<file path="src/hw/rtl/rfe_pkg.sv">
// Shared types, constants and helpers for the RTC-fields-to-epoch converter.
package rfe_pkg;

  // Pipeline depth of each part and of the whole datapath.
  localparam int unsigned DecodeStages = 3;
  localparam int unsigned CivilStages  = 4;
  localparam int unsigned ScaleStages  = 3;
  localparam int unsigned NumStages    = DecodeStages + CivilStages + ScaleStages;

  // Widths of the intermediate and result values.
  localparam int unsigned ByteW  = 8;
  localparam int unsigned YearW  = 16;
  localparam int unsigned DaysW  = 25;
  localparam int unsigned HmsW   = 20;
  localparam int unsigned TotalW = 41;
  localparam int unsigned SecW   = 40;
  localparam int unsigned NanosW = 64;
  localparam int unsigned CfgW   = 8;
  localparam int unsigned AddrW  = 2;

  // Register reset values and fixed numbers of the calendar math.
  localparam logic [ByteW-1:0] YearAdjustReset = 8'd4;
  localparam logic [ByteW-1:0] DefaultCentury  = 8'd20;
  localparam logic [29:0]      NanosPerSec     = 30'd1000000000;

  // Configuration register indexes.
  typedef enum logic [AddrW-1:0] {
    CfgBinaryMode     = 2'd0,
    CfgCenturyPresent = 2'd1,
    CfgYearAdjust     = 2'd2
  } cfg_idx_e;

  typedef struct packed {
    logic             binary_mode;
    logic             century_present;
    logic [ByteW-1:0] year_adjust;
  } cfg_t;

  // One set of RTC register bytes, raw or decoded.
  typedef struct packed {
    logic [ByteW-1:0] sec;
    logic [ByteW-1:0] min;
    logic [ByteW-1:0] hr;
    logic [ByteW-1:0] day;
    logic [ByteW-1:0] mon;
    logic [ByteW-1:0] yr;
    logic [ByteW-1:0] cen;
  } rtc_bytes_t;

  // Full year (already moved back for January and February) plus the
  // month term 153 * mp + 2 of the days-from-civil algorithm.
  typedef struct packed {
    logic signed [YearW-1:0] year;
    logic [15:0]             mp_term;
    logic [ByteW-1:0]        day;
    logic [ByteW-1:0]        hr;
    logic [ByteW-1:0]        min;
    logic [ByteW-1:0]        sec;
  } date_t;

  // Day count since 1970-01-01 and the seconds within the day.
  typedef struct packed {
    logic signed [DaysW-1:0] days;
    logic [HmsW-1:0]         hms;
  } day_count_t;

  // BCD decode adds the tens digit times ten; nibbles above 9 pass unchecked.
  function automatic logic [ByteW-1:0] decode_byte(logic [ByteW-1:0] b, logic binary);
    logic [ByteW-1:0] tens;
    logic [ByteW-1:0] ones;
    tens = {4'b0, b[7:4]};
    ones = {4'b0, b[3:0]};
    if (binary) begin
      return b;
    end
    return (tens << 3) + (tens << 1) + ones;
  endfunction

endpackage

</file>
<file path="src/hw/rtl/rfe_decode.sv">
// Byte decode and full-year assembly stages of the converter.
module rfe_decode (
  input  logic                                    clk_i,
  input  logic [rfe_pkg::DecodeStages-1:0]        en_i,
  input  rfe_pkg::cfg_t                           cfg_i,
  input  rfe_pkg::rtc_bytes_t                     raw_i,
  output rfe_pkg::date_t                          date_o
);

  rfe_pkg::rtc_bytes_t raw_q;
  rfe_pkg::rtc_bytes_t dec_d, dec_q;
  rfe_pkg::date_t      date_d, date_q;

  logic                         mon_early;
  logic [rfe_pkg::YearW-1:0]    cent_x100;
  logic [rfe_pkg::YearW-1:0]    year_sum;
  logic [rfe_pkg::ByteW-1:0]    mp;

  // Decode every byte; the century falls back to 20 when its byte is absent.
  always_comb begin
    dec_d.sec = rfe_pkg::decode_byte(raw_q.sec, cfg_i.binary_mode);
    dec_d.min = rfe_pkg::decode_byte(raw_q.min, cfg_i.binary_mode);
    dec_d.hr  = rfe_pkg::decode_byte(raw_q.hr,  cfg_i.binary_mode);
    dec_d.day = rfe_pkg::decode_byte(raw_q.day, cfg_i.binary_mode);
    dec_d.mon = rfe_pkg::decode_byte(raw_q.mon, cfg_i.binary_mode);
    dec_d.yr  = rfe_pkg::decode_byte(raw_q.yr,  cfg_i.binary_mode);
    dec_d.cen = cfg_i.century_present ? rfe_pkg::decode_byte(raw_q.cen, cfg_i.binary_mode)
                                      : rfe_pkg::DefaultCentury;
  end

  // Full year, shifted back one for months up to February, and the month term.
  always_comb begin
    mon_early       = (dec_q.mon <= 8'd2);
    cent_x100       = 16'(dec_q.cen) * 16'd100;
    year_sum        = 16'(dec_q.yr) + 16'(cfg_i.year_adjust) + cent_x100 - 16'(mon_early);
    mp              = mon_early ? (dec_q.mon + 8'd9) : (dec_q.mon - 8'd3);
    date_d.year     = $signed(year_sum);
    date_d.mp_term  = 16'(mp) * 16'd153 + 16'd2;
    date_d.day      = dec_q.day;
    date_d.hr       = dec_q.hr;
    date_d.min      = dec_q.min;
    date_d.sec      = dec_q.sec;
  end

  // Payload registers advance with their stage enables.
  always_ff @(posedge clk_i) begin
    if (en_i[0]) begin
      raw_q <= raw_i;
    end
    if (en_i[1]) begin
      dec_q <= dec_d;
    end
    if (en_i[2]) begin
      date_q <= date_d;
    end
  end

  assign date_o = date_q;

endmodule

</file>
<file path="src/hw/rtl/rfe_civil.sv">
// Days-from-civil stages: era split, day of era and day count since 1970.
module rfe_civil (
  input  logic                              clk_i,
  input  logic [rfe_pkg::CivilStages-1:0]   en_i,
  input  rfe_pkg::date_t                    date_i,
  output rfe_pkg::day_count_t               count_o
);

  // Reciprocals: n / 25 for n below 1626, v / 5 for v below 2^16.
  localparam logic [11:0] Recip25 = 12'd2622;
  localparam logic [15:0] Recip5  = 16'd52429;

  // Stage A: era and raw day-of-year quotient.
  logic [10:0]                   yr_div16;
  logic [22:0]                   div25_prod;
  logic [6:0]                    yr_div400;
  logic [31:0]                   doy_prod;
  logic signed [7:0]             era_a_d, era_a_q;
  logic signed [rfe_pkg::YearW-1:0] year_a_q;
  logic [12:0]                   doyq_a_d, doyq_a_q;
  logic [rfe_pkg::ByteW-1:0]     day_a_q;
  logic [rfe_pkg::HmsW-1:0]      hms_a_d, hms_a_q;

  // Stage B: year of era and day of year.
  logic signed [15:0]            era_ext;
  logic signed [15:0]            era400;
  logic signed [15:0]            yoe_full;
  logic [8:0]                    yoe_b_q;
  logic signed [7:0]             era_b_q;
  logic signed [13:0]            doy_b_d, doy_b_q;
  logic [rfe_pkg::HmsW-1:0]      hms_b_q;

  // Stage C: day of era and era start.
  logic [17:0]                   yoe365;
  logic [1:0]                    yoe_cent;
  logic signed [18:0]            doe_c_d, doe_c_q;
  logic signed [rfe_pkg::DaysW-1:0] era146_c_d, era146_c_q;
  logic [rfe_pkg::HmsW-1:0]      hms_c_q;

  // Stage D: day count.
  rfe_pkg::day_count_t           count_d, count_q;

  // Floor of year / 400; the only negative year is -1, which lands in era -1.
  always_comb begin
    yr_div16   = date_i.year[14:4];
    div25_prod = 23'(yr_div16) * 23'(Recip25);
    yr_div400  = div25_prod[22:16];
    era_a_d    = date_i.year[15] ? -8'sd1 : $signed({1'b0, yr_div400});
    doy_prod   = 32'(date_i.mp_term) * 32'(Recip5);
    doyq_a_d   = doy_prod[30:18];
    hms_a_d    = 20'(date_i.hr) * 20'd3600 + 20'(date_i.min) * 20'd60 + 20'(date_i.sec);
  end

  // Year of era and day of year, which reaches -1 for day zero in March.
  always_comb begin
    era_ext  = {{8{era_a_q[7]}}, era_a_q};
    era400   = era_ext * 16'sd400;
    yoe_full = year_a_q - era400;
    doy_b_d  = $signed({1'b0, doyq_a_q}) + $signed({6'b0, day_a_q}) - 14'sd1;
  end

  // Day of era with the leap-year corrections; yoe stays below 400.
  always_comb begin
    yoe365 = 18'(yoe_b_q) * 18'd365;
    if (yoe_b_q >= 9'd300) begin
      yoe_cent = 2'd3;
    end else if (yoe_b_q >= 9'd200) begin
      yoe_cent = 2'd2;
    end else if (yoe_b_q >= 9'd100) begin
      yoe_cent = 2'd1;
    end else begin
      yoe_cent = 2'd0;
    end
    doe_c_d    = $signed({1'b0, yoe365}) + $signed({12'b0, yoe_b_q[8:2]})
               - $signed({17'b0, yoe_cent}) + {{5{doy_b_q[13]}}, doy_b_q};
    era146_c_d = $signed({{17{era_b_q[7]}}, era_b_q}) * 25'sd146097;
  end

  // Shift the count so that 1970-01-01 is day zero.
  always_comb begin
    count_d.days = era146_c_q + {{6{doe_c_q[18]}}, doe_c_q} - 25'sd719468;
    count_d.hms  = hms_c_q;
  end

  always_ff @(posedge clk_i) begin
    if (en_i[0]) begin
      era_a_q  <= era_a_d;
      year_a_q <= date_i.year;
      doyq_a_q <= doyq_a_d;
      day_a_q  <= date_i.day;
      hms_a_q  <= hms_a_d;
    end
    if (en_i[1]) begin
      yoe_b_q <= yoe_full[8:0];
      era_b_q <= era_a_q;
      doy_b_q <= doy_b_d;
      hms_b_q <= hms_a_q;
    end
    if (en_i[2]) begin
      doe_c_q    <= doe_c_d;
      era146_c_q <= era146_c_d;
      hms_c_q    <= hms_b_q;
    end
    if (en_i[3]) begin
      count_q <= count_d;
    end
  end

  assign count_o = count_q;

endmodule

</file>
<file path="src/hw/rtl/rfe_scale.sv">
// Seconds assembly and the wrapped scaling to nanoseconds.
module rfe_scale (
  input  logic                                  clk_i,
  input  logic [rfe_pkg::ScaleStages-1:0]       en_i,
  input  rfe_pkg::day_count_t                   count_i,
  output logic signed [rfe_pkg::SecW-1:0]       seconds_o,
  output logic signed [rfe_pkg::NanosW-1:0]     nanos_o
);

  // The 41-bit total is split into a low unsigned and a high signed part.
  localparam int unsigned SplitW = 21;
  localparam int unsigned HighW  = rfe_pkg::TotalW - SplitW;
  localparam int unsigned LoProdW = SplitW + 30;
  localparam int unsigned HiProdW = rfe_pkg::NanosW - SplitW;

  logic signed [rfe_pkg::TotalW-1:0] total_d, total_q;
  logic [SplitW-1:0]                 total_lo;
  logic [HighW-1:0]                  total_hi;
  logic [LoProdW-1:0]                plo_d, plo_q;
  logic [HiProdW-1:0]                phi_d, phi_q;
  logic [rfe_pkg::SecW-1:0]          sec_q;
  logic [rfe_pkg::NanosW-1:0]        nanos_d, nanos_q;
  logic [rfe_pkg::SecW-1:0]          sec_out_q;

  // Seconds since the epoch.
  always_comb begin
    total_d = $signed({{(rfe_pkg::TotalW - rfe_pkg::DaysW){count_i.days[rfe_pkg::DaysW-1]}},
                       count_i.days}) * 41'sd86400
            + $signed({{(rfe_pkg::TotalW - rfe_pkg::HmsW){1'b0}}, count_i.hms});
  end

  // Two partial products of total * 10^9, kept modulo 2^64.
  always_comb begin
    total_lo = total_q[SplitW-1:0];
    total_hi = total_q[rfe_pkg::TotalW-1:SplitW];
    plo_d    = LoProdW'(total_lo) * LoProdW'(rfe_pkg::NanosPerSec);
    phi_d    = {{(HiProdW - HighW){total_hi[HighW-1]}}, total_hi}
             * HiProdW'(rfe_pkg::NanosPerSec);
    nanos_d  = rfe_pkg::NanosW'(plo_q) + {phi_q, {SplitW{1'b0}}};
  end

  always_ff @(posedge clk_i) begin
    if (en_i[0]) begin
      total_q <= total_d;
    end
    if (en_i[1]) begin
      plo_q <= plo_d;
      phi_q <= phi_d;
      sec_q <= total_q[rfe_pkg::SecW-1:0];
    end
    if (en_i[2]) begin
      nanos_q   <= nanos_d;
      sec_out_q <= sec_q;
    end
  end

  assign seconds_o = $signed(sec_out_q);
  assign nanos_o   = $signed(nanos_q);

endmodule

</file>
<file path="src/hw/rtl/rtc_fields_to_epoch_seconds.sv">
// Top level of the RTC register bytes to Unix epoch seconds converter.
// Each input beat carries one set of raw RTC bytes and yields exactly one
// result beat with the epoch seconds (40-bit signed) and those seconds times
// 10^9 wrapped to 64 bits. Hours are read as 24-hour, bytes are BCD unless
// binary mode is set, and the century is 20 unless the century byte is
// enabled. The datapath is a ten-register pipeline whose first register
// loads at the accepting edge, and one beat is taken every cycle while
// the input is ready; each stage holds its item while the next one cannot
// take it, so a stalled output only stops the input once all stages are
// occupied. The user must write the registers through the configuration
// port only while no beat is in flight; the block itself does not enforce this.
module rtc_fields_to_epoch_seconds (
  input  logic                                   clk_i,
  input  logic                                   rst_ni,
  input  logic                                   cfg_we_i,
  input  logic [rfe_pkg::AddrW-1:0]              cfg_addr_i,
  input  logic [rfe_pkg::CfgW-1:0]               cfg_wdata_i,
  input  logic                                   in_valid_i,
  output logic                                   in_ready_o,
  input  logic [rfe_pkg::ByteW-1:0]              raw_seconds_i,
  input  logic [rfe_pkg::ByteW-1:0]              raw_minutes_i,
  input  logic [rfe_pkg::ByteW-1:0]              raw_hours_i,
  input  logic [rfe_pkg::ByteW-1:0]              raw_day_i,
  input  logic [rfe_pkg::ByteW-1:0]              raw_month_i,
  input  logic [rfe_pkg::ByteW-1:0]              raw_year_i,
  input  logic [rfe_pkg::ByteW-1:0]              raw_century_i,
  output logic                                   out_valid_o,
  input  logic                                   out_ready_i,
  output logic signed [rfe_pkg::SecW-1:0]        epoch_seconds_o,
  output logic signed [rfe_pkg::NanosW-1:0]      epoch_scaled_nanos_o
);

  localparam int unsigned CivilLo = rfe_pkg::DecodeStages;
  localparam int unsigned ScaleLo = rfe_pkg::DecodeStages + rfe_pkg::CivilStages;

  rfe_pkg::cfg_t                   cfg_q;
  rfe_pkg::rtc_bytes_t             raw_beat;
  rfe_pkg::date_t                  date;
  rfe_pkg::day_count_t             day_count;
  logic [rfe_pkg::NumStages-1:0]   valid_q;
  logic [rfe_pkg::NumStages-1:0]   stage_en;

  // Configuration registers; writes to an unused index are dropped.
  always_ff @(posedge clk_i or negedge rst_ni) begin
    if (!rst_ni) begin
      cfg_q.binary_mode     <= 1'b0;
      cfg_q.century_present <= 1'b0;
      cfg_q.year_adjust     <= rfe_pkg::YearAdjustReset;
    end else if (cfg_we_i) begin
      case (cfg_addr_i)
        rfe_pkg::CfgBinaryMode: begin
          cfg_q.binary_mode <= cfg_wdata_i[0];
        end
        rfe_pkg::CfgCenturyPresent: begin
          cfg_q.century_present <= cfg_wdata_i[0];
        end
        rfe_pkg::CfgYearAdjust: begin
          cfg_q.year_adjust <= cfg_wdata_i;
        end
        default: begin
        end
      endcase
    end
  end

  // A stage may load when it is empty or its content moves on.
  assign stage_en[rfe_pkg::NumStages-1] = !valid_q[rfe_pkg::NumStages-1] || out_ready_i;
  for (genvar s = 0; s < rfe_pkg::NumStages - 1; s++) begin : g_en
    assign stage_en[s] = !valid_q[s] || stage_en[s+1];
  end

  // Valid bits follow the items down the pipeline.
  always_ff @(posedge clk_i or negedge rst_ni) begin
    if (!rst_ni) begin
      valid_q <= '0;
    end else begin
      valid_q <= (valid_q & ~stage_en)
               | ({valid_q[rfe_pkg::NumStages-2:0], in_valid_i} & stage_en);
    end
  end

  assign in_ready_o  = stage_en[0];
  assign out_valid_o = valid_q[rfe_pkg::NumStages-1];

  always_comb begin
    raw_beat.sec = raw_seconds_i;
    raw_beat.min = raw_minutes_i;
    raw_beat.hr  = raw_hours_i;
    raw_beat.day = raw_day_i;
    raw_beat.mon = raw_month_i;
    raw_beat.yr  = raw_year_i;
    raw_beat.cen = raw_century_i;
  end

  rfe_decode u_decode (
    .clk_i  (clk_i),
    .en_i   (stage_en[CivilLo-1:0]),
    .cfg_i  (cfg_q),
    .raw_i  (raw_beat),
    .date_o (date)
  );

  rfe_civil u_civil (
    .clk_i   (clk_i),
    .en_i    (stage_en[ScaleLo-1:CivilLo]),
    .date_i  (date),
    .count_o (day_count)
  );

  rfe_scale u_scale (
    .clk_i     (clk_i),
    .en_i      (stage_en[rfe_pkg::NumStages-1:ScaleLo]),
    .count_i   (day_count),
    .seconds_o (epoch_seconds_o),
    .nanos_o   (epoch_scaled_nanos_o)
  );

endmodule

</file>
<file path="config.mk">
export PLATFORM = sky130hd
export DESIGN_NAME = rtc_fields_to_epoch_seconds
export DESIGN_NICKNAME = d
export VERILOG_FILES = /design/src/hw/rtl/rfe_pkg.sv /design/src/hw/rtl/rfe_decode.sv /design/src/hw/rtl/rfe_civil.sv /design/src/hw/rtl/rfe_scale.sv /design/src/hw/rtl/rtc_fields_to_epoch_seconds.sv
export SDC_FILE = /design/constraint.sdc
export NUM_CORES = 2
export LEC_CHECK = 0
export BUFFER_PORTS_ARGS = -buffer_cell sky130_fd_sc_hd__buf_2
export CORE_MARGIN = 2
export CORE_UTILIZATION = 45
export CTS_CLUSTER_DIAMETER = 120
export DETAILED_ROUTE_END_ITERATION = 12
export PLACE_DENSITY = 0.65
export SYNTH_ARGS = -nofsm -noshare
export SYNTH_HDL_FRONTEND = slang
export SYNTH_SLANG_ARGS = --single-unit
</file>
<file path="constraint.sdc">
create_clock -name clk_i -period 21.3 [get_ports clk_i]
set_clock_uncertainty 0.05 [all_clocks]
set_input_delay 1.065 -clock clk_i [delete_from_list [all_inputs] [get_ports clk_i]]
set_output_delay 1.065 -clock clk_i [all_outputs]
set_load 0.02 [all_outputs]
</file>
* After elaboration in Yosys (flattened, before gate mapping)
Cells that the tools add are included.
Operators by class: $mul 12, add/sub/neg operators 32, reductions and logical operators 24, mux-type cells 20, magnitude comparators 4, bitwise logic cells 4, equal/unequal tests 2
Operators by type and width (number):
- 2-to-1 mux 8 bit | 16
- adder 51 x 64 -> 64 bit | 1
- adder 7 x 5 -> 8 bit | 7
- adder 8 x 4 -> 8 bit | 7
- multiplier 43 x 21 -> 34 bit (second input constant) | 1
- multiplier 21 x 21 -> 42 bit (second input constant) | 1
- adder 41 x 21 -> 41 bit | 1
- multiplier 25 x 11 -> 34 bit (second input constant) | 1
- multiplier 8 x 8 -> 16 bit (second input constant) | 2
- multiplier 16 x 16 -> 31 bit (second input constant) | 1
- adder 25 bit | 1
- multiplier 8 x 19 -> 25 bit (second input constant) | 1
- subtractor 25 x 20 -> 25 bit (second input constant) | 1
- multiplier 11 x 11 -> 22 bit (second input constant) | 1
- adder 20 x 14 -> 20 bit | 1
- adder 20 x 8 -> 20 bit | 1
- bitwise AND 10 bit | 2
- adder 18 x 7 -> 19 bit | 1
- adder 19 bit | 1
- subtractor 19 x 2 -> 19 bit | 1
- multiplier 9 x 9 -> 18 bit (second input constant) | 1
- adder 16 x 15 -> 16 bit | 1
- adder 16 x 2 -> 16 bit (second input constant) | 1
- subtractor 16 x 1 -> 16 bit | 1
- 23 further kinds | 45
Storage, ports and cells: output and inout bits 106, bits in registers 675, bits of input ports 71

* Logic depth before layout (Yosys ltp)
depth after elaboration 14, gate-level depth with buffers 30, mapped depth without buffers 30

* Cells and area by module
From an unflattened synthesis, not the netlist that was laid out.
Unflattened totals: cell total of the unflattened synthesis 5716, area, all modules 65201.3 sq um
Modules (own cells, without submodules):
- rfe_scale | cells each 2810, area an instance 31039.8 sq um, instances 1
- rfe_civil | cells each 2066, area an instance 22958.3 sq um, instances 1
- rfe_decode | cells each 779, area an instance 10354.9 sq um, instances 1
- rtc_fields_to_epoch_seconds | cells each 61, area an instance 848.3 sq um, instances 1

* Worst setup path before layout
Ideal clock, no wire load.
path kind reg2reg, start register u_scale.total_q[12] in the netlist's numbering, end register u_scale.plo_q[50] (data pin), required time 20990 ps, path slack 14606 ps, data arrival time 6384 ps, clock period less this slack 6694 ps, buffers on the path 0, stages on the path, launching flop included 24, path through edfxtp_1 -> ha_1 -> inv_1 -> fa_1 -> fa_1 -> inv_1 -> fa_1 -> inv_1 -> fa_1 -> inv_1 -> fa_1 -> fa_1 -> ha_1 -> a21o_1 -> a21o_1 -> a21o_1 -> a2111oi_0 -> a211oi_1 -> o2111ai_1 -> nand2_1 -> a211o_1 -> a31o_2 -> a21oi_1 -> xnor2_1
On the way: longest elaborated chain between the ends 1
Ends and longest elaborated chain:
- start: declaration | RTL line rfe_scale.sv:16 | logic signed [rfe_pkg::TotalW-1:0] total_d, total_q;
- start signal: assignment | RTL line rfe_scale.sv:44 | total_q <= total_d;
- multiplier 21 x 21 -> 42 bit | RTL line rfe_scale.sv:36 | plo_d = LoProdW'(total_lo) * LoProdW'(rfe_pkg::NanosPerSec);
- via u_scale.plo_d[50] | RTL line rfe_scale.sv:19 | logic [LoProdW-1:0] plo_d, plo_q;
- end signal: assignment | RTL line rfe_scale.sv:47 | plo_q <= plo_d;
- end: declaration | RTL line rfe_scale.sv:19
The timed path passes the listed nets, and every way through them passes these cells. A chain may end at the register's enable or synchronous reset.

* Worst setup path in the final report
Same ends and word-level chain as after synthesis.

==> metrics.txt <==
status finished, final reports clean; EDFF count, synth 640; RSZ-0062 raised after global routing no; Main synth FF type edfxtp_1; TritonCTS Sinks 660; vias 37100; largest family of logic cells by synthesized area adder cells; CP Launch Point u_scale.total_q[12]$_DFFE_PP_; CP max FO 10; sequential element share of the synthesized area 30.8%; largest net degree at the start of global routing 72; Row Count 138; post-CTS setup buffer count 0; final hold vios 0; H-Tree Depth 3; post-synthesis register bit count 660; effective utilization at floorplan 45.3%; Max Freq 134 MHz; Crit Path Category reg2reg; clock latency at the later pin of the worst-skew pair 0.68 ns; Crit path required time 21.65 ns; Synth Cell Area 0.0639 mm2; first-pass GRT wire length 200000 um; Reg area 0.0197 mm2; async set-reset flop share out of synthesis 3.03%; Synth Area in Adders 44.4%; YS warnings 0; Worst Hold Class in2async; Period Utilization, post-route 35.1%; worst slew pin tran 1.09 ns; Layout fillers 12600; vias in the first global route 39100; CP Capture Type flip-flop; placeable core area 0.141 mm2; post-CTS sizing 0; Cells after Synth 5498; DRC 0; Cell variety after synth 87; Startpoint Class flip-flop; Max-Cap Viols 0; R2R Path End u_scale.plo_q[50]$_DFFE_PP_; DR iter-0 viols 1345; highest-count cells in the layout ignoring fill and taps 1368 x inv_1, 1145 x ha_1, 704 x fa_1; GRT overflow 0; DP HPWL 99800 um; gpl congestion 0.886; most common cell after layout, fill and taps aside inv_1; CTS root buf clkbuf_16; final setup violating endpoints 0; post-route setup TNS 0 ns; Mapped Avg Cell Area 11.6 um2; worst r2r src u_scale.total_q[12]$_DFFE_PP_; crit path DAT 7.83 ns; cts hold-fix bufs 0; Max Slew Vio Count 0; share of cells above drive strength 1 6.46%; leading area contributor after synthesis edfxtp_1; Nets 7659; Num CTS Buffers 80; r2r setup slk 13.82 ns; first-pass iteration count of the detailed router 7; clock period minus worst slack 7.48 ns; multi-input logic area 0.0390 mm2; die area 0.145 mm2; IO Port Bufs 167; Clock Tree Buf Depth 3; Area Overhead vs Synth 9.09%; Synth Area in Compound Gates 6.88%; Routed WL 119000 um; Die X 381 um; post-synth top area share 30.1%; Simple-Gate Fraction of Synth Area 4.17%; WL/cell 15.5 um; CTS tree built; Worst Reg2Reg Path Length in Cells 23; gr usage total 17.0%; normalized max-slew margin 27.4%; Worst-path clk slew 0.06 ns; antenna violations before repair 2; main area contributors after synthesis edfxtp_1 30%, ha_1 22%, fa_1 22%; mux contribution to synthesized area 0.589%; Antenna Nets Post-Route 0; Synth Area in XOR/XNOR 4.80%; die span in y 381 um; CP endpoint u_scale.plo_q[50]$_DFFE_PP_; vias per std cell 4.82; # IOs 177; antenna cells 0
-- cell usage after synthesis, drive strengths merged, types with 13 or more instances --
| cell type | number |
|---|---|
| xor2 | 85 |
| nand2 | 108 |
| o21ai | 121 |
| ha | 1145 |
| a21o | 104 |
| clkbuf | 15 |
| and3 | 23 |
| edfxtp | 640 |
| or2 | 13 |
| mux2 | 29 |
| and2 | 13 |
| nor2b | 38 |
| inv | 1372 |
| o21a | 38 |
| dfrtp | 19 |
| a211oi | 21 |
| buf | 13 |
| xnor2 | 262 |
| a31oi | 18 |
| nand4 | 13 |
| nor3 | 48 |
| nand2b | 40 |
| a21oi | 226 |
| fa | 704 |
| or3 | 21 |
| nor2 | 136 |
| o21bai | 52 |
| nand3 | 42 |
-- state kept, by name, indices dropped and copies added, names as in the netlist, 10 cells and up, named ones only --
register,cells
u_decode.date_o,64
u_civil.hms_b_q,20
u_scale.plo_q,40
u_scale.phi_q,32
u_decode.date_d,32
cfg_q,10
u_civil.hms_c_q,20
u_decode.dec_q,24
u_decode.raw_q,56
u_civil.doyq_a_q,13
u_civil.count_o,45
u_scale.total_q,41
u_civil.era146_c_q,25
u_scale.sec_q,40
u_civil.doe_c_q,19
u_civil.hms_a_q,20
u_scale.seconds_o,40
u_civil.doy_b_q,14
u_scale.nanos_o,53
-- critical path, cell delays in order, from the launching register on --
cell	delay, ns
edfxtp_1	0.61
ha_1	0.38
inv_1	0.08
fa_1	0.50
fa_1	0.57
inv_1	0.08
fa_1	0.54
inv_1	0.05
fa_1	0.47
inv_1	0.05
fa_1	0.45
fa_1	0.46
ha_1	0.35
a21o_1	0.18
a21o_1	0.17
a21o_1	0.19
a2111oi_0	0.60
a211oi_1	0.27
o2111ai_1	0.24
nand2_1	0.13
a211o_1	0.29
a31o_2	0.23
a21oi_1	0.17
xnor2_1	0.09
-- kinds of logic (layout without fill, tap and decap cells) --
family	after synthesis	after routing
compound gates	681	681
xor+xnor	348	348
fa+ha+maj	1849	1849
buf+inv	1400	1696
flops	660	660
mux	34	34
other cells	1	9
simple gates	525	525
-- final cells by class --
| class | count | share of cell area (%) |
|---|---|---|
| Clock buffer | 98 | 3.03 |
| Inverter | 1372 | 7.39 |
| Tap cell | 1890 | 3.39 |
| Multi-Input combinational cell | 3446 | 55.9 |
| Timing Repair Buffer | 179 | 1.33 |
| Clock inverter | 47 | 0.719 |
| Sequential cell | 660 | 28.3 |
-- stage by stage --
stage	util, %	instances	setup WS [ns]	hold WS [ns]	instance area [um2]
floorplan	-	5506	14.61	0.350	64000
finish	49.4	7692	13.82	0.313	69800
global placement	47.5	7547	13.92	0.351	67100
detailed placement	47.5	7547	13.79	0.355	67100
global route	49.4	7692	13.34	0.320	69800
CTS	49.4	7692	13.72	0.284	69800
-- worst min-delay path by stage --
stage / start / end / slack, ns / depth (start not counted)
final: rst_ni / cfg_q[3]$_DFFE_PN0P_ / 0.31 / 1
after global routing: rst_ni / cfg_q[3]$_DFFE_PN0P_ / 0.32 / 1
after CTS: rst_ni / async pin / 0.28 / 1
after detailed placement: u_decode.date_o[26]$_DFFE_PN_ / u_civil.day_a_q[2]$_DFFE_PN_ / 0.35 / 0
after global placement: u_decode.date_d[27]$_DFFE_PN_ / u_decode.date_o[27]$_DFFE_PN_ / 0.35 / 0
after floorplan: u_civil.hms_c_q[0]$_DFFE_PP_ / u_civil.count_o[0]$_DFFE_PP_ / 0.35 / 0
-- routing by layer --
layer  global-route usage [%]  up-vias  wire length (um)
met3                     2.20      131              3850
met4                     3.63        0              2110
met1                     22.9    17900             55800
met2                     29.2      419             57300
li1                         -    18600                 -
met5                        0        -                 0
Power is not shown: default switching activity piles up to over one toggle a cycle in this logic, so the estimate is an artifact.
